--- src/fta_queue.sv ---
`timescale 1ns / 1ps
module fta_queue #(
    parameter int WIDTH = 8,
    parameter int DEPTH = 2
) (
    input  logic             i_clk,
    input  logic             i_rst_n,
    input  logic             i_push,
    input  logic [WIDTH-1:0] i_data,
    output logic             o_full,
    input  logic             i_pop,
    output logic [WIDTH-1:0] o_data,
    output logic             o_empty
);

    localparam int PTR_W = (DEPTH > 1) ? $clog2(DEPTH) : 1;
    localparam int CNT_W = $clog2(DEPTH + 1);
    localparam logic [PTR_W-1:0] LAST_PTR = PTR_W'(DEPTH - 1);
    localparam logic [CNT_W-1:0] FULL_CNT = CNT_W'(DEPTH);

    logic [WIDTH-1:0] r_mem [DEPTH];
    logic [PTR_W-1:0] r_wr_ptr;
    logic [PTR_W-1:0] r_rd_ptr;
    logic [CNT_W-1:0] r_count;

    assign o_full  = (r_count == FULL_CNT);
    assign o_empty = (r_count == '0);
    assign o_data  = r_mem[r_rd_ptr];

    // Entry storage.
    always_ff @(posedge i_clk) begin
        if (i_push && !o_full) begin
            r_mem[r_wr_ptr] <= i_data;
        end
    end

    // Pointers and fill count.
    always_ff @(posedge i_clk) begin
        if (!i_rst_n) begin
            r_wr_ptr <= '0;
            r_rd_ptr <= '0;
            r_count  <= '0;
        end else begin
            if (i_push && !o_full) begin
                r_wr_ptr <= (r_wr_ptr == LAST_PTR) ? '0 : r_wr_ptr + 1'b1;
            end
            if (i_pop && !o_empty) begin
                r_rd_ptr <= (r_rd_ptr == LAST_PTR) ? '0 : r_rd_ptr + 1'b1;
            end
            case ({i_push && !o_full, i_pop && !o_empty})
                2'b10:   r_count <= r_count + 1'b1;
                2'b01:   r_count <= r_count - 1'b1;
                default: r_count <= r_count;
            endcase
        end
    end

endmodule

--- config.mk ---
export PLATFORM = sky130hd
export DESIGN_NAME = fta_queue
export DESIGN_NICKNAME = d
export VERILOG_FILES = /design/src/fta_queue.sv
export SDC_FILE = /design/constraint.sdc
export NUM_CORES = 1
export LEC_CHECK = 0
export ABC_CLOCK_PERIOD_IN_PS = 1400
export BUFFER_PORTS_ARGS = -buffer_cell sky130_fd_sc_hd__buf_2
export CAP_MARGIN = 20
export CORE_MARGIN = 1
export CORE_UTILIZATION = 35
export DETAILED_ROUTE_END_ITERATION = 12
export GPL_TIMING_DRIVEN = 0
export HOLD_SLACK_MARGIN = 0.08
export SYNTH_ARGS = -nofsm -noshare
export SYNTH_HDL_FRONTEND = slang
export SYNTH_SLANG_ARGS = --single-unit
--- constraint.sdc ---
create_clock -name i_clk -period 1.4 [get_ports i_clk]
set_input_delay 0 -clock i_clk [delete_from_list [all_inputs] [get_ports i_clk]]
set_output_delay 0 -clock i_clk [all_outputs]
set_load 0.01 [all_outputs]
# == Yosys cells after proc, flatten, opt, wreduce, memory -nomap -nowiden ==
# Memory sizes are Yosys's and may differ from the RTL's. A register that Yosys moved wholly into a read port is not among the register bits.
# Cells that the tools add are included.
# op_classes
n_addsub,4
eq_ne,3
muxes,7
reduce_logical,6
# op_table
cell,count
2-to-1 mux 1 bit,6
"equality test 2 bit, second input constant",2
one-hot mux 2 bit (2 select lines),1
"adder 1 bit, second input constant",2
"adder 2 x 1 -> 2 bit, second input constant",1
"equality test 2 x 1 -> 1 bit, second input constant",1
logical AND 1 bit,2
logical NOT 1 bit,2
logical NOT 2 bit,1
nonzero test 2 bit,1
"subtractor 2 x 1 -> 2 bit, second input constant",1
# word_totals
reg_bits,4
ram_bits,16
input_bits,12
out_inout_bits,10
elab_cells,24
n_memories,1
# memory_table
memory,depth,width,read_ports,rd_ports_with_merged_regs,write_ports,line_no,source
r_mem,2,8,1,1,1,21,logic [WIDTH-1:0] r_mem [DEPTH];

# == Longest topological paths before layout ==
# logic_depth
depth_word,5
mapped_depth,6
depth_no_buf,6

# == Least setup slack after synthesis ==
# OpenSTA, ideal clock, no wires.
# synth_path
path_kind,reg2reg
start,reg r_count[0]
end,reg r_count[1]
setup_ns,0.070
t_arrival_ns,1.363
slack_ns,-0.033
stages_incl_launch_ff,6
path_buffers,0
period_less_slack_ns,1.433
cell_sequence,dfxtp_1 nand2b_2 nand2_1 ha_1 or3_1 a21boi_1
# synth_via
elab_chain_len,5
word_cells_on_any_way,12
cone_classes,add/sub (2); eq/ne (3); mux (1); reduce/logical (6)
# synth_rtl
item,line_no,source
from (decl),24,logic [CNT_W-1:0] r_count;
from (signal assigned),51,2'b10: r_count <= r_count + 1'b1;
from (signal assigned),52,2'b01: r_count <= r_count - 1'b1;
from (signal assigned),53,default: r_count <= r_count;
equality test 2 bit / logical NOT 2 bit (equally long branches),"26, 27",
logical NOT 1 bit,50,"case ({i_push && !o_full, i_pop && !o_empty})"
logical AND 1 bit,50,
equality test 2 x 1 -> 1 bit / equality test 2 bit (equally long branches),50,
one-hot mux 2 bit (2 select lines) / nonzero test 2 bit (equally long branches),--,
# Parallel ways exist; a longest one is shown, timed or not.
# A chain may end at the register's enable or synchronous reset.

# == Final worst setup path ==
# layout_path
start,reg r_count[1]
end,reg r_count[1]
# The elaborated chain is that of the path after synthesis.

==> impl_results.md <==
* Status: finished clean
* Leak at 0.444 nW
* Slew Limit Fails at 0
* Chip width at 50.1 um
* CP arrival at 1.60 ns
* Switching Fraction at 29.2%
* Layout Skew at 0.00576 ns
* Detailed-route DRC error count at 0
* Seq pwr share at 48.8%
* Initial antenna violation count at 0
* P_sw at 0.546 mW
* Initial DRC count at 8
* Synth Cell Area at 811 um^2
* Largest net degree at the start of global routing at 13
* Vias in the first global route at 493
* Die Ht at 50.1 um
* Fin worst setup slack at 0.0231 ns
* Met1 usage at 13.1%
* Post-DP HPWL at 840 um
* Met2 GRT Util at 17.8%
* Total clock sinks at 21
* Path depth of the worst reg2reg path at 5
* Num CTS Buffers at 3
* Largest cells by area after synthesis: edfxtp_1, dfxtp_1, mux2_2
* Post-layout util at 51.4%
* Seq/Total Area, Yosys at 71.6%
* CP Capture Type: register
* Syn_area_per_cell at 15.9 um^2
* Net count after synthesis at 64
* Final cell count without fillers at 115
* Share of total power in the clock network at 14.6%
* YS warnings at 0
* Busiest grt layer: met2
* PortBufs at 21
* Vias at 491
* Rel. slew slack at 73.9%
* Total GRT Usage at 10.8%
* Post-DP Area at 952 um^2
* RD Place Congestion at 0.656
* H-tree depth at 1
* Drt first pass iters at 2
* CTS tree: yes
* Share of cells above drive strength 1 at 51.7%
* ANT nets after route at 0
* Post-synth top area share at 59.3%
* Buffer depth of the longest clock path at 2
* CP max FO at 5
* Post-layout power at 1.87 mW
* Routed len/inst at 10.4 um
* Vias per inst at 4.27
* Syn-to-layout area delta at 38.9%
* CORE AREA at 0.00219 mm^2
* Clk_lat worst skew at 0.29 ns
* Gate power share at 36.6%
* Dpl ws at -0.0904 ns
* GRT overflow at 0
* Io pins at 22
* Synth Register Bits at 21
* Non-Filler Cell Area, Final at 0.00113 mm^2
* Initial Util at 37.0%
* Placed cells at 100
* Dominant cell type by area after synthesis: edfxtp_1
* F_max at 726 MHz
* Endpoints failing setup at 0
* Worst IR Drop VDD at 1.03 mV
* Max Cap Viol at 0
* Tcrit/Tclk final at 98.3%
* WL final at 1190 um
* FP Rows at 17
* Netlist cell types at 18
* ANT cells at 0
* First-pass GRT wire length at 2010 um
* Pwr per Cell Area at 1660 mW/mm^2
* Gate Count Post-Synth at 51
* Int Power at 1.32 mW
* Least-Margin Pin Slew at 0.392 ns
* Nets at 101
* Clk root buf: clkbuf_4
* Met3 Use GR at 3.03%
* Die area at 0.00251 mm^2
* CTS clk-pin slew, worst paths at 0.11 ns
* Endpoints failing hold at 0
* Clock period minus worst slack at 1.38 ns
* Startpoint class of the critical path: register
* Hold path depth at 4
* RSZ-0062 raised after global routing: yes
* HP Class: primary input to register
* Worst Path Required at 1.62 ns
* CP Class: register to register
cell usage in the layout, fill, tap and decap left out, types with 2 or more instances in the layout:
cell / n
nor2b_1: 2
or3_1: 2
buf_4: 3
dlygate4sd3_1: 9
clkbuf_4: 3
dfxtp_4: 2
buf_2: 21
o21ai_0: 2
edfxtp_1: 16
xnor2_1: 2
mux2_2: 8
a21boi_1: 2
dfxtp_1: 2
cells in the mapped netlist, drive strengths merged:
| master | n |
|---|---|
| o21a | 1 |
| a21boi | 2 |
| xnor2 | 3 |
| nand2 | 1 |
| nor2b | 2 |
| and3 | 1 |
| and2 | 1 |
| inv | 3 |
| nand2b | 1 |
| o21ai | 2 |
| mux2 | 8 |
| edfxtp | 16 |
| ha | 1 |
| nor2 | 1 |
| clkbuf | 1 |
| or3 | 2 |
| dfxtp | 5 |
stage by stage:
stage	TNS (ns)	hold WS [ns]
finish	0	0.137
global route	-0.0679	0.169
CTS	0	0.130
detailed placement	-0.773	0.193
global placement	-0.708	0.189
floorplan	0	0.0989
kinds of logic after synthesis:
kind of cell | share of synthesized area [%]
flip-flops | 71.6
XOR/XNOR | 3.24
adder cells (fa/ha/maj) | 1.54
AND/OR/NAND/NOR | 6.64
buffers and inverters | 1.85
multiplexers | 11.1
AO/OA/AOI/OAI | 4.01
flip-flops by register name, indices dropped and copies added, names as in the netlist, named ones only:
register	cells
r_mem	16
r_rd_ptr	1
r_wr_ptr	1
r_count	2
cell type report:
class                      count  area, um^2
clock buffer                   3        22.5
sequential                    21         589
clock inverter                 1        5.00
multi-input combinational     26         243
fill                         206        1060
timing repair buffer          33         218
tap                           28        35.0
inverter                       3        13.8
critical path: stages (launching register included):
cell	delay, ns
dfxtp_4	0.38
o21a_1	0.22
ha_4	0.17
xnor2_2	0.13
or3_1	0.30
a21boi_1	0.11
final timing paths:
check                   from    endpoint  slack, ns
setup / recovery  r_count[1]  r_count[1]       0.02
hold / removal        i_push    r_wr_ptr       0.14
setup reg to reg  r_count[1]  r_count[1]       0.02
hold reg to reg     r_wr_ptr    r_wr_ptr       0.51
power groups by stage:
stage	logic [mW]	registers, mW	clock network (mW)
2_1_floorplan	0.415	0.865	0
3_3_place_gp	0.578	0.874	0
3_5_place_dp	0.583	0.880	0
4_1_cts	0.658	0.909	0.288
5_1_grt	0.760	0.934	0.319
6_report	0.684	0.913	0.272
layer usage:
layer | wire length, um | vias up
li1 | - | 258
met3 | 73 | 0
met5 | 0 | -
met2 | 531 | 14
met1 | 586 | 219
met4 | 0 | 0
repair_timing:
action	CTS	global route
setup buffers	2	1
hold endpoints to repair	21	0
hold buffers	9	0
endpoints found under the setup margin	17	9
gates resized for setup	7	3
pin swaps	1	2
Note: power is estimated with default switching activity, not from simulation.
