==> src/fta_pkg.sv <==
`timescale 1ns / 1ps
package fta_pkg;

    // Field widths of one request and one stored entry.
    localparam int KEY_W  = 17;
    localparam int PORT_W = 16;
    localparam int FAM_W  = 8;
    localparam int ADDR_W = 64;
    localparam int PROC_W = 32;
    localparam int TIME_W = 63;
    localparam int META_W = 56;
    localparam int TTL_W  = 17;
    localparam int SPAN_W = 41;

    // Hash and aging constants.
    localparam logic [31:0]      HASH_MUL      = 32'd2654435769;
    localparam logic [31:0]      UDP_FOLD      = 32'hA5A5A5A5;
    localparam logic [23:0]      TICKS_PER_SEC = 24'd10000000;
    localparam logic [TTL_W-1:0] TTL_RESET     = 17'd300;

    typedef enum logic [1:0] {
        FUNC_INSERT = 2'd0,
        FUNC_LOOKUP = 2'd1,
        FUNC_REMOVE = 2'd2,
        FUNC_SWEEP  = 2'd3
    } t_func;

    typedef enum logic [1:0] {
        ST_OK        = 2'd0,
        ST_NOT_FOUND = 2'd1,
        ST_NO_SPACE  = 2'd2
    } t_status;

    typedef enum logic [2:0] {
        F_IDLE,
        F_HASH,
        F_RECIP,
        F_MOD,
        F_PUSH
    } t_front_state;

    typedef enum logic [2:0] {
        B_CLEAR,
        B_IDLE,
        B_EXEC,
        B_SPAN,
        B_CUT,
        B_SW_RD,
        B_SW_WR,
        B_DONE
    } t_back_state;

    // One request as it travels from the front to the back.
    typedef struct packed {
        t_func              func;
        logic [KEY_W-1:0]   key;
        logic [FAM_W-1:0]   fam;
        logic [ADDR_W-1:0]  ahi;
        logic [ADDR_W-1:0]  alo;
        logic [PORT_W-1:0]  dport;
        logic [PROC_W-1:0]  proc_id;
        logic [TIME_W-1:0]  now;
    } t_cmd;

    // One slot of a bucket row; meta is family, port, process id from the top.
    typedef struct packed {
        logic [KEY_W-1:0]   key;
        logic [ADDR_W-1:0]  ahi;
        logic [ADDR_W-1:0]  alo;
        logic [META_W-1:0]  meta;
        logic [TIME_W-1:0]  created;
    } t_entry;

    // Result payload; the family sits in the lowest bits.
    typedef struct packed {
        logic [PROC_W-1:0]  proc_id;
        logic [PORT_W-1:0]  port;
        logic [ADDR_W-1:0]  alo;
        logic [ADDR_W-1:0]  ahi;
        logic [FAM_W-1:0]   fam;
    } t_result;

    localparam int CMD_W   = $bits(t_cmd);
    localparam int ENTRY_W = $bits(t_entry);

endpackage

==> src/fta_front.sv <==
`timescale 1ns / 1ps
module fta_front #(
    parameter int BUCKETS = 256
) (
    input  logic                                    i_clk,
    input  logic                                    i_rst_n,
    input  logic                                    i_enable,
    input  logic                                    i_in_valid,
    output logic                                    o_in_ready,
    input  fta_pkg::t_cmd                           i_cmd,
    output logic                                    o_q_push,
    output logic [$clog2(BUCKETS)+fta_pkg::CMD_W-1:0] o_q_data,
    input  logic                                    i_q_full
);
    import fta_pkg::*;

    localparam int BKT_W = $clog2(BUCKETS);
    localparam logic [31:0]    BKT_C = 32'(BUCKETS);
    localparam logic [31:0]    RECIP = 32'((64'd1 << 32) / BUCKETS);
    localparam logic [BKT_W:0] B_EXT = (BKT_W + 1)'(BUCKETS);

    t_front_state r_state, n_state;
    t_cmd         r_cmd;
    logic [31:0]  r_h;
    logic [31:0]  r_q;
    logic [BKT_W:0] r_rem;

    logic [47:0]    w_hash_full;
    logic [63:0]    w_recip_full;
    logic [63:0]    w_qb_full;
    logic [31:0]    w_diff;
    logic [BKT_W:0] w_bkt_ext;

    // Hash, reciprocal quotient estimate and remainder, one product per cycle.
    assign w_hash_full  = {32'd0, r_cmd.key[KEY_W-1:1]} * {16'd0, HASH_MUL};
    assign w_recip_full = {32'd0, r_h} * {32'd0, RECIP};
    assign w_qb_full    = {32'd0, r_q} * {32'd0, BKT_C};
    assign w_diff       = r_h - w_qb_full[31:0];
    // The quotient estimate is low by at most one, so one correction suffices.
    assign w_bkt_ext    = (r_rem >= B_EXT) ? (r_rem - B_EXT) : r_rem;

    // Next state.
    always_comb begin
        n_state = r_state;
        case (r_state)
            F_IDLE:  if (i_in_valid && i_enable) n_state = F_HASH;
            F_HASH:  n_state = F_RECIP;
            F_RECIP: n_state = F_MOD;
            F_MOD:   n_state = F_PUSH;
            F_PUSH:  if (!i_q_full) n_state = F_IDLE;
            default: n_state = F_IDLE;
        endcase
    end

    // Outputs.
    always_comb begin
        o_in_ready = 1'b0;
        o_q_push   = 1'b0;
        case (r_state)
            F_IDLE:  o_in_ready = i_enable;
            F_PUSH:  o_q_push   = !i_q_full;
            default: begin
                o_in_ready = 1'b0;
                o_q_push   = 1'b0;
            end
        endcase
    end

    assign o_q_data = {w_bkt_ext[BKT_W-1:0], r_cmd};

    always_ff @(posedge i_clk) begin
        if (!i_rst_n) begin
            r_state <= F_IDLE;
        end else begin
            r_state <= n_state;
        end
    end

    // Datapath registers.
    always_ff @(posedge i_clk) begin
        if (o_in_ready && i_in_valid) begin
            r_cmd <= i_cmd;
        end
        if (r_state == F_HASH) begin
            r_h <= w_hash_full[31:0] ^ (r_cmd.key[0] ? UDP_FOLD : 32'd0);
        end
        if (r_state == F_RECIP) begin
            r_q <= w_recip_full[63:32];
        end
        if (r_state == F_MOD) begin
            r_rem <= w_diff[BKT_W:0];
        end
    end

endmodule

==> config.mk <==
export PLATFORM = sky130hd
export DESIGN_NAME = fta_front
export DESIGN_NICKNAME = d
export VERILOG_FILES = /design/src/fta_pkg.sv /design/src/fta_front.sv
export SDC_FILE = /design/constraint.sdc
export NUM_CORES = 1
export LEC_CHECK = 0
export BUFFER_PORTS_ARGS = -buffer_cell sky130_fd_sc_hd__buf_4
export CAP_MARGIN = 25
export CORE_AREA = 2 2 214 216
export DETAILED_ROUTE_END_ITERATION = 6
export DIE_AREA = 0 0 216 218
export HOLD_SLACK_MARGIN = 0.03
export SLEW_MARGIN = 20
export SYNTH_ARGS = -nofsm -noshare
export SYNTH_HDL_FRONTEND = slang
export SYNTH_SLANG_ARGS = --single-unit
==> constraint.sdc <==
create_clock -name i_clk -period 8.7 [get_ports i_clk]
set_input_delay 1.74 -clock i_clk [delete_from_list [all_inputs] [get_ports i_clk]]
set_output_delay 1.74 -clock i_clk [all_outputs]
set_load 0.01 [all_outputs]
Word-level counts from Yosys, hierarchy flattened
Index checks and enable logic that the tools add are counted.

word-level totals
  register bits after elaboration = 288
  bits of input ports = 271
  output and inout port bits = 276
  word-level logic and storage cells = 35

operators by class
  add/sub/neg operators = 2
  $mul = 1
  $lt $le $gt $ge = 1
  equality and inequality tests = 6
  muxes and demuxes = 7
  bitwise operators = 1
  reduce and logical (&&, ||, !) cells = 5

operator list
  kind                                                                  number
  16-bit by 32-bit multiplier with 9-bit output, second input constant  1
  3-bit case mux with 5 select lines                                    1
  9-bit >= comparator, second input constant                            1
  9-bit 2-to-1 mux                                                      1
  9-bit subtractor                                                      1
  9-bit XOR                                                             1
  8-bit 2-to-1 mux                                                      1
  8-bit by 1-bit subtractor with 8-bit output, second input constant    1
  3-bit by 2-bit == test with 1-bit output, second input constant       2
  3-bit 2-to-1 mux                                                      2
  2-bit != test, second input constant                                  2
  3-bit by 1-bit == test with 1-bit output, second input constant       1
  3-bit == test, second input constant                                  1
  3-bit zero test                                                       1
  1-bit logical AND                                                     2
  1-bit 2-to-1 mux                                                      2
  2-bit AND reduction                                                   1
  1-bit zero test                                                       1

Depth between registers and ports, before layout
Gate-level depths: netlist of the first run.

  depth after elaboration = 3
  gate-level depth with buffers = 11
  gate-level depth less buffers = 11

Worst setup path after synthesis of the first run
Ideal clock, no wire load.

  path kind = input port to flip-flop
  from = input port i_enable
  to = register r_cmd, in the netlist o_q_data[0], enable pin
  library setup time = 0.660 ns
  arrival = 8.334 ns
  required time = 8.040 ns
  path slack = -0.294 ns
  cell stages on the path = 2
  buffers on the path = 0
  path through = nor4b_1 and2_1

on the way
  word-level cells in the longest chain between the ends = 2

ends and longest elaborated chain
  item                  RTL line         text
  start, declared       fta_front.sv:7   input logic i_enable,
  1-bit 2-to-1 mux      fta_front.sv:59  case (r_state)
  1-bit logical AND     fta_front.sv:81  if (o_in_ready && i_in_valid) begin
  end signal, assigned  fta_front.sv:82  r_cmd <= i_cmd;
  end, declared         fta_front.sv:23  t_cmd r_cmd;

Every way passes these cells.
A chain may end at the register's enable or synchronous reset.

Worst setup path after layout of the first run
  from = input port i_enable
  to = output port o_in_ready

on the way
  word-level cells in the longest chain between the ends = 1

ends and longest elaborated chain
  item              RTL line         text
  1-bit 2-to-1 mux  fta_front.sv:59
  end, declared     fta_front.sv:9   output logic o_in_ready,

Every way passes these cells.

==> metrics.txt, run 1 <==
status complete, no violations; CTS Root Cell clkbuf_16; HP Start r_h[2]; Max-cap violations 0; GRT Total Usage 0.112; Design Area, Final 0.0149 mm2; WHS Endpoint r_rem[2]; crit path capture type primary output; hold path cells 0; Worst path top cell family by delay simple AND/OR/NAND/NOR gates; Worst Clk Skew 0.0209 ns; CTS H-tree lvls 2; num ports 547; RSZ-0062 raised after global routing no; crit path max-delay cell type nor4b_1; drt wl/cell 18.1 um; First-pass DRT Iterations 4; Worst-path clk slew 0.05 ns; Peak supply drop 169 uV; worst flop-to-flop path endpoint r_h[7]; clk_lat worst skew 0.54 ns; Seq/Total Area, Yosys 0.947; Rows 78; reg2reg start o_q_data[248]; IO buf count 546; Slew Limit Fails 0; first-pass GRT wire length 37.7 mm; CTS tree done; max_slew headroom 0.382; fin crit period 4.11 ns; CTS sink count 285; n_diodes 0; Total Wirelength 28.0 mm; Die Wd 216 um; CP Max Fanout 2; syn nets 622; startpoint types primary input; Layout Nets 1,205; Layout area overhead 65.3%; Synth Warn # 0; Most common cell on crit path buf_4; fmax 243 MHz; Pleak 6.02 nW; GP Congestion 0.816; CP peak stage delay 0.35 ns; post-CTS resize count 0; cells after synthesis 335; largest net degree at the start of global routing 142; Antenna Violating Nets Remaining 0; Filler Cell Count 4,394; vias after detailed routing 5,559; Hold Violations, Final 0; synthesized cell area 0.00901 mm2; placed inst area 0.0139 mm2; Slew @ Worst Pin 0.927 ns; crit share post-route 0.472; number of DRC markers in iteration 0 261; cts hold-fix bufs 0; cell taking the most area after synthesis edfxtp_1; WP data arrival 2.37 ns; Worst R2R Path Depth 11; area share of the largest cell type after synthesis 0.940; average footprint of a synthesized cell 26.9 um2; DP Cell Count 1,482; Final Setup Violations 0; WS Path Type in -> out; Vias/cell 3.61; # DRC 0; top post-synthesis cells by area edfxtp_1, ha_1, fa_1, xnor2_1, dfxtp_1; Synth Register Bits 285; Die ar. 0.0471 mm2; Initial Util 0.201; vias in the first global route 5,836; grt ovf 0; Pwr Density 219 mW/mm2; data required time of the worst path 6.96 ns; r2r setup slk 5.09 ns; share of cells above drive strength 1 0.632; synth unique cells 21; CP Buf/Inv Count 2; CORE AREA 0.0449 mm2; final setup TNS 0 ns; antenna violations before repair 4; number of CTS-inserted buffers 34; Layout Cells excl Fill 1,541; dpl hpwl 21.4 mm; worst min path class reg -> reg; Die Y-Extent 218 um; worst path cell trace buf_4 > nor4b_1 > buf_4; Final Util 0.332; post-CTS setup buffer count 0; Max Root-Sink Buffers 3
## cells in the mapped netlist (all sizes together)
library cell and number:
a21oi 1, xor2 4, nor2 3, xnor2 8, nor3 1, nor4b 1
nand2 1, nand2b 1, and2 1, xnor3 1, dfxtp 3, ha 12
a31oi 1, edfxtp 282, buf 3, inv 5, nor2b 1, and3b 1
nor3b 1, fa 4
## flip-flops by register name, indices dropped and copies added, names as in the netlist
signal,cells
r_state,3
r_rem,8
o_q_data,266
r_h,8
## cells in the final DEF, fill, tap and decap left out, types with 2 or more instances in the layout
master	instances
clkbuf_1	5
buf_4	549
dfxtp_1	3
xnor2_1	8
fa_1	4
clkinv_2	3
clkbuf_16	35
clkinv_4	2
nor2_1	3
xor2_1	3
inv_1	5
clkinv_8	2
edfxtp_1	282
ha_1	12
clkinv_1	11
## cell type report
class	count	area (um2)	area share
flip-flops and latches	285	8530	0.573
repair buffers	550	4140	0.278
clock buffers	40	895	0.0601
well taps	600	751	0.0504
multi-input cells	42	443	0.0297
clock inverters	19	115	0.00773
inverters	5	18.8	0.00126
## report_power, final
part / total (mW) / internal [mW] / switching, mW / leakage, nW
logic: 0.319 / 0.176 / 0.143 / 2.88
registers: 1.64 / 1.61 / 0.0286 / 2.64
clock network: 1.30 / 0.738 / 0.560 / 0.493
total: 3.26 / 2.52 / 0.732 / 6.02
## worst max-delay path by stage
stage / startpoint / end / slack [ns] / cells after the start
after floorplan: i_enable / o_q_data[0] / 2.64 / 2
after global routing: i_enable / o_in_ready / 4.58 / 3
after global placement: i_enable / o_q_data[151] / 4.44 / 5
final: i_enable / o_in_ready / 4.59 / 3
after detailed placement: i_enable / o_q_data[193] / 4.35 / 5
after CTS: i_enable / o_in_ready / 4.59 / 3
## layer usage
metal	GRT usage	wire, um	vias to the layer above
met5	0	37	-
met4	0.0463	864	6
met3	0.0537	2920	62
met2	0.183	13800	315
met1	0.124	10400	2669
li1	-	-	2507
## through the flow
stage	power, mW	hold WS, ns	setup slack [ns]
after floorplan	1.77	0.400	2.64
after global placement	1.99	0.405	4.44
after detailed placement	1.99	0.406	4.35
after CTS	3.32	0.422	4.59
after global routing	3.39	0.425	4.58
final	3.26	0.417	4.59
## logic make-up after synthesis
family                   after synthesis  synth area share
adder cells (fa/ha/maj)               16            0.0256
AO/OA/AOI/OAI                          2           0.00125
buffers and inverters                  8           0.00458
XOR/XNOR                              13            0.0150
AND/OR/NAND/NOR                       11           0.00708
flip-flops                           285             0.947
Power figures use the tool's default switching activity.
==> run 2: changes to the inputs <==
--- a/config.mk
+++ b/config.mk
@@ -7,9 +7,9 @@
 export LEC_CHECK = 0
 export BUFFER_PORTS_ARGS = -buffer_cell sky130_fd_sc_hd__buf_4
 export CAP_MARGIN = 25
-export CORE_AREA = 2 2 214 216
+export CORE_AREA = 2 2 210 212
 export DETAILED_ROUTE_END_ITERATION = 6
-export DIE_AREA = 0 0 216 218
+export DIE_AREA = 0 0 212 214
 export HOLD_SLACK_MARGIN = 0.03
 export SLEW_MARGIN = 20
 export SYNTH_ARGS = -nofsm -noshare
==> constraint.sdc (replaced) <==
create_clock -name i_clk -period 4.3 [get_ports i_clk]
set_input_delay 0.86 -clock i_clk [delete_from_list [all_inputs] [get_ports i_clk]]
set_output_delay 0.86 -clock i_clk [all_outputs]
set_load 0.01 [all_outputs]
==> metrics.txt, run 2 (same netlist as run 1, synthesis figures left out) <==
Die Y-Extent 214 um (-1.8%); Pleak 6.04 nW (+0.39%); flip-flop count of the largest register after layout 266 (unchanged); IO buf count 546 (unchanged); Design Area, Final 0.0149 mm2 (+0.32%); Pwr Density 444 mW/mm2 (+100%); r2r setup slk 0.66 ns (-4.43 ns); Layout Cells excl Fill 1,528 (-0.84%); Layout Nets 1,205 (unchanged); WP data arrival 3.90 ns (+1.53 ns); post-CTS setup buffer count 0 (unchanged); Max-cap violations 0 (unchanged); Worst Clk Skew 0.0164 ns (-0.00452 ns); hold_ws 0.410 ns (-0.00695 ns); dpl hpwl 19.7 mm (-8.2%); CP peak stage delay 0.55 ns (+0.20 ns); Initial Util 0.210 (+0.00939); Hold Violations, Final 0 (unchanged); CTS sink count 285 (unchanged); Die Wd 212 um (-1.9%); vias after detailed routing 5,515 (-0.79%); RSZ-0062 raised after global routing no; CTS H-tree lvls 2 (unchanged); worst path cell trace inv_1 > fa_1 > inv_1 > ha_1 > ha_1 > ha_1 > ha_1 > fa_1 > xnor2_1 > xnor2_1 > xnor3_1; Die ar. 0.0454 mm2 (-3.7%); CTS tree done; clk_lat worst skew 0.52 ns (-0.02 ns); antenna violations before repair 1 (-3); Max Root-Sink Buffers 3 (unchanged); placed inst area 0.0139 mm2 (about the same); Rows 76 (-2.6%); Total Wirelength 26.1 mm (-6.6%); CORE AREA 0.0429 mm2 (-4.5%); number of DRC markers in iteration 0 283 (+8.4%); final setup TNS 0 ns (unchanged); max_slew headroom 0.481 (+0.0992); GP Congestion 0.782 (-4.2%); Worst-path clk slew 0.06 ns (about the same); cts hold-fix bufs 0 (unchanged); Layout area overhead 65.8%; largest net degree at the start of global routing 173 (+22%); pre-CTS worst setup slack 0.642 ns (-3.71 ns); vias in the first global route 5,919 (+1.4%); CP Buf/Inv Count 2 (unchanged); CTS Root Cell clkbuf_16; Setup WS post-layout 0.665 ns (-3.93 ns); Antenna Violating Nets Remaining 0 (unchanged); DP Cell Count 1,466 (-1.1%); data required time of the worst path 4.57 ns (-2.39 ns); grt ovf 0 (unchanged); status complete, no violations; crit path max-delay cell type fa_1; share of cells above drive strength 1 0.636 (+0.00358); commonest non-fill, non-tap cell in the layout buf_4; reg2reg start o_q_data[248]; post-CTS resize count 0 (unchanged); Slew Limit Fails 0 (unchanged); Slew @ Worst Pin 0.779 ns (-0.149 ns); fin crit period 3.64 ns; most frequent cells in the layout buf_4, edfxtp_1, clkbuf_16, ha_1; Vias/cell 3.61 (about the same); total chip power 6.64 mW (+100%); Final Setup Violations 0 (unchanged); First-pass DRT Iterations 4 (unchanged); fmax 275 MHz; first-pass GRT wire length 36.5 mm (-3.3%); num ports 547 (unchanged); drt wl/cell 17.1 um (-5.8%); Most common cell on crit path ha_1; worst min path class reg -> reg; # DRC 0 (unchanged); crit share post-route 0.845; worst setup path start o_q_data[248]; CP Max Fanout 6 (+4); WS Path Type reg -> reg; Final Util 0.348 (+0.0166); Worst path top cell family by delay adder cells; GRT Total Usage 0.110 (-0.00149); number of CTS-inserted buffers 34 (unchanged); crit path capture type flip-flop; Peak supply drop 260 uV (+55%); startpoint types flip-flop; HP Start r_h[2]
-- run 2: cell types whose count changed in the layout (fill, tap and decap cells not counted), sizes merged --
| cell | previous run | this run |
|---|---|---|
| clkbuf | 40 | 45 |
| clkinv | 18 | 11 |
| clkinvlp | 0 | 2 |
| diode | 0 | 1 |
| inv | 6 | 7 |
-- run 2: metal layers --
metal	GRT usage	up-vias	share of wire
met5	0	-	0
met4	0.0542	0	0.033
met3	0.0463	52	0.11
met2	0.182	318	0.49
met1	0.121	2643	0.37
li1	-	2502	-
-- run 2: area by class of cell --
type,count,area [um2]
multi-input combinational,42,443
inverter,5,18.8
tap,585,732
clock buffer,45,956
sequential,285,8530
clock inverter,15,85.1
fill,4104,27900
antenna,1,2.50
timing repair buffer,550,4170
-- run 2: path summary, 6_finish.rpt --
check | endpoint | depth (start not counted)
worst max-delay path | r_h[7] | 11
worst min-delay path | r_rem[2] | 0
worst max register to register | r_h[7] | 11
worst min register to register | r_rem[2] | 0
-- run 2: where the power goes --
part	leakage (nW)	total (mW)	internal, mW	switching, mW
sequential	2.64	3.31	3.26	0.0540
combinational	2.89	0.648	0.362	0.286
clock	0.506	2.68	1.57	1.11
==> run 3: changes to the inputs <==
--- a/config.mk
+++ b/config.mk
@@ -5,11 +5,12 @@
 export SDC_FILE = /design/constraint.sdc
 export NUM_CORES = 1
 export LEC_CHECK = 0
+export ABC_AREA = 1
 export BUFFER_PORTS_ARGS = -buffer_cell sky130_fd_sc_hd__buf_4
 export CAP_MARGIN = 25
-export CORE_AREA = 2 2 210 212
+export CORE_AREA = 2 2 215 217
 export DETAILED_ROUTE_END_ITERATION = 6
-export DIE_AREA = 0 0 212 214
+export DIE_AREA = 0 0 217 219
 export HOLD_SLACK_MARGIN = 0.03
 export SLEW_MARGIN = 20
 export SYNTH_ARGS = -nofsm -noshare
==> constraint.sdc (replaced) <==
create_clock -name i_clk -period 3.3 [get_ports i_clk]
set_input_delay 0.66 -clock i_clk [delete_from_list [all_inputs] [get_ports i_clk]]
set_output_delay 0.66 -clock i_clk [all_outputs]
set_load 0.01 [all_outputs]
==> metrics.txt, run 3 <==
status complete, no violations; largest net degree at the start of global routing 121 (-30%); Final Util 0.336 (-0.0124); Slew Limit Fails 0 (unchanged); Synth Warn # 0 (unchanged); Max-cap violations 0 (unchanged); Post-synth EDFFs 282 (unchanged); GP Congestion 0.811 (+3.7%); synth unique cells 19 (-9.5%); number of CTS-inserted buffers 31 (-8.8%); synthesized cell area 0.00913 mm2 (+1.4%); Layout area overhead 65.8% (about the same); CTS Root Cell clkbuf_16; num ports 547 (unchanged); Seq/Total Area, Yosys 0.934 (-0.0128); CORE AREA 0.0451 mm2 (+5.1%); Die ar. 0.0475 mm2 (+4.8%); flip-flop count of the largest register after layout 266 (unchanged); CTS H-tree lvls 1 (-1); vias after detailed routing 5,759 (+4.4%); Worst path top cell family by delay adder cells; commonest cells in the netlist edfxtp_1, inv_1, nand2_1, ha_1, nor2_1; First-pass DRT Iterations 4 (unchanged); cell taking the most area after synthesis edfxtp_1; Worst R2R Path Depth 17 (+6); grt ovf 0 (unchanged); CTS tree done; fmax 320 MHz (+16%); IO buf count 546 (unchanged); drt wl/cell 17.4 um (+2.0%); Hold Violations, Final 0 (unchanged); share of cells above drive strength 1 0.619 (-0.0169); r2r setup slk 0.18 ns (-0.49 ns); Initial Util 0.203 (-0.00751); n_diodes 0 (-1); most frequent cell after synthesis edfxtp_1; worst path cell trace inv_2 > fa_1 > inv_2 > ha_4 > ha_4 > fa_1 > fa_2 > nand2_2 > inv_1 > nor2_1 > nand2_1 > nand2_1 > nand2_1 > nand2_1 > nand2_1 > inv_1 > nor2_1; top post-synthesis cells by area edfxtp_1, ha_1, inv_1, nand2_1, fa_1; WS Path Type reg -> reg; Layout Cells excl Fill 1,592 (+4.2%); Max Root-Sink Buffers 3 (unchanged); Layout Nets 1,257 (+4.3%); post-CTS setup buffer count 0 (unchanged); commonest non-fill, non-tap cell in the layout buf_4; number of DRC markers in iteration 0 321 (+13%); final setup TNS 0 ns (unchanged); cts hold-fix bufs 0 (unchanged); asr flop ratio synth 0 (unchanged); Vias/cell 3.62 (+0.23%); Worst Clk Skew 0.00884 ns (-0.00754 ns); Worst-path clk slew 0.06 ns (about the same); most frequent cells in the layout buf_4, edfxtp_1, clkbuf_16, nand2_1, inv_1; HP Start i_cmd[21]; Peak supply drop 476 uV (+83%); ys flop type edfxtp_1; vias in the first global route 6,045 (+2.1%); GRT Total Usage 0.107 (-0.00282); Antenna Violating Nets Remaining 0 (unchanged); Total Wirelength 27.8 mm (+6.3%); DP Cell Count 1,537 (+4.8%); Most common cell on crit path nand2_1; clk_lat worst skew 0.58 ns (+0.06 ns); hold_ws 0.255 ns (-0.155 ns); data required time of the worst path 3.63 ns (-0.94 ns); average footprint of a synthesized cell 23.8 um2 (-11%); Synth Register Bits 285 (unchanged); WP data arrival 3.45 ns (-0.45 ns); max_slew headroom 0.499 (+0.0179); syn nets 670 (+7.7%); CP Buf/Inv Count 4 (+2); critical path depth in cells 17 (+6); crit path capture type flip-flop; area share of the largest cell type after synthesis 0.927 (-0.0127); worst setup path start o_q_data[248]; worst flop-to-flop path endpoint r_h[7]; Die Y-Extent 219 um (+2.3%); startpoint types flip-flop; Slew @ Worst Pin 0.752 ns (-0.0269 ns); Final Setup Violations 0 (unchanged); dpl hpwl 21.7 mm (+10%); CP Max Fanout 2 (-4); worst min path class in -> reg; end of the critical path r_h[7]; crit share post-route 0.946 (+0.100); reg2reg start o_q_data[248]; Pwr Density 581 mW/mm2 (+31%); first-pass GRT wire length 38.0 mm (+4.1%); # DRC 0 (unchanged); CP peak stage delay 0.55 ns (about the same); Rows 78 (+2.6%); RSZ-0062 raised after global routing no; cells after synthesis 383 (+14%); crit path max-delay cell type fa_1; Pleak 6.21 nW (+2.7%); Die Wd 217 um (+2.4%); fin crit period 3.12 ns (-0.514 ns); antenna violations before repair 1 (unchanged); CTS sink count 285 (unchanged)
## run 3: layer usage
metal | vias to the layer above | global-route usage | wire [um]
li1 | 2634 | - | -
met1 | 2735 | 0.120 | 9790
met2 | 351 | 0.183 | 13900
met3 | 39 | 0.0428 | 3310
met4 | 0 | 0.0427 | 787
met5 | - | 0 | 0
## run 3: report_power, final
part	total [mW]	leakage, nW	internal, mW	switching, mW
sequential	4.39	2.63	4.30	0.0874
combinational	1.01	3.09	0.531	0.482
clock	3.39	0.486	2.01	1.38
## run 3: timing repair
action,4_1_cts,5_1_grt
endpoints found under the setup margin,1,1
pin swaps,1,6
resized for setup,1,7
## run 3: area by class of cell
cell class / count / area [um2]
Clock inverter: 21 / 205
Clock buffer: 34 / 787
Sequential cell: 285 / 8530
Fill cell: 4383 / 29900
Inverter: 26 / 115
Tap cell: 600 / 751
Timing Repair Buffer: 558 / 4230
Multi-Input combinational cell: 68 / 533
## run 3: worst min-delay path by stage
stage                     to  slack, ns  cells past startpoint
3_5_place_dp        r_rem[4]       0.40                      0
3_3_place_gp        r_rem[5]       0.40                      0
5_1_grt         o_q_data[80]       0.22                      1
2_1_floorplan       r_rem[0]       0.40                      0
6_report        o_q_data[21]       0.26                      1
4_1_cts        o_q_data[204]       0.21                      1
## run 3: kinds of logic after synthesis
group,after synthesis,synth area share
AOI/OAI and AO/OA,2,0.00109
xor gates and xnor gates,4,0.00466
adders and majority gates,16,0.0252
buffers and inverters,30,0.0144
DFF,285,0.934
and+or+nand+nor,46,0.0210
## run 3: stage by stage
| stage | total power, mW | setup slack, ns | cell area, um2 |
|---|---|---|---|
| after global routing | 9.17 | 0.00666 | 15100 |
| final | 8.79 | 0.179 | 15100 |
| after floorplan | 4.82 | -4.14 | 9160 |
| after CTS | 8.93 | 0.0107 | 15100 |
| after global placement | 5.46 | 0.00429 | 14100 |
| after detailed placement | 5.48 | -0.0106 | 14100 |
## run 3: worst register-to-register path: stages, from the launching register on
cell and delay [ns]:
edfxtp_1 0.36, inv_2 0.06, fa_1 0.55, inv_2 0.05, ha_4 0.21, ha_4 0.15
fa_1 0.47, fa_2 0.42, nand2_2 0.08, inv_1 0.04, nor2_1 0.10, nand2_1 0.08
nand2_1 0.07, nand2_1 0.05, nand2_1 0.07, nand2_1 0.05, inv_1 0.04, nor2_1 0.03
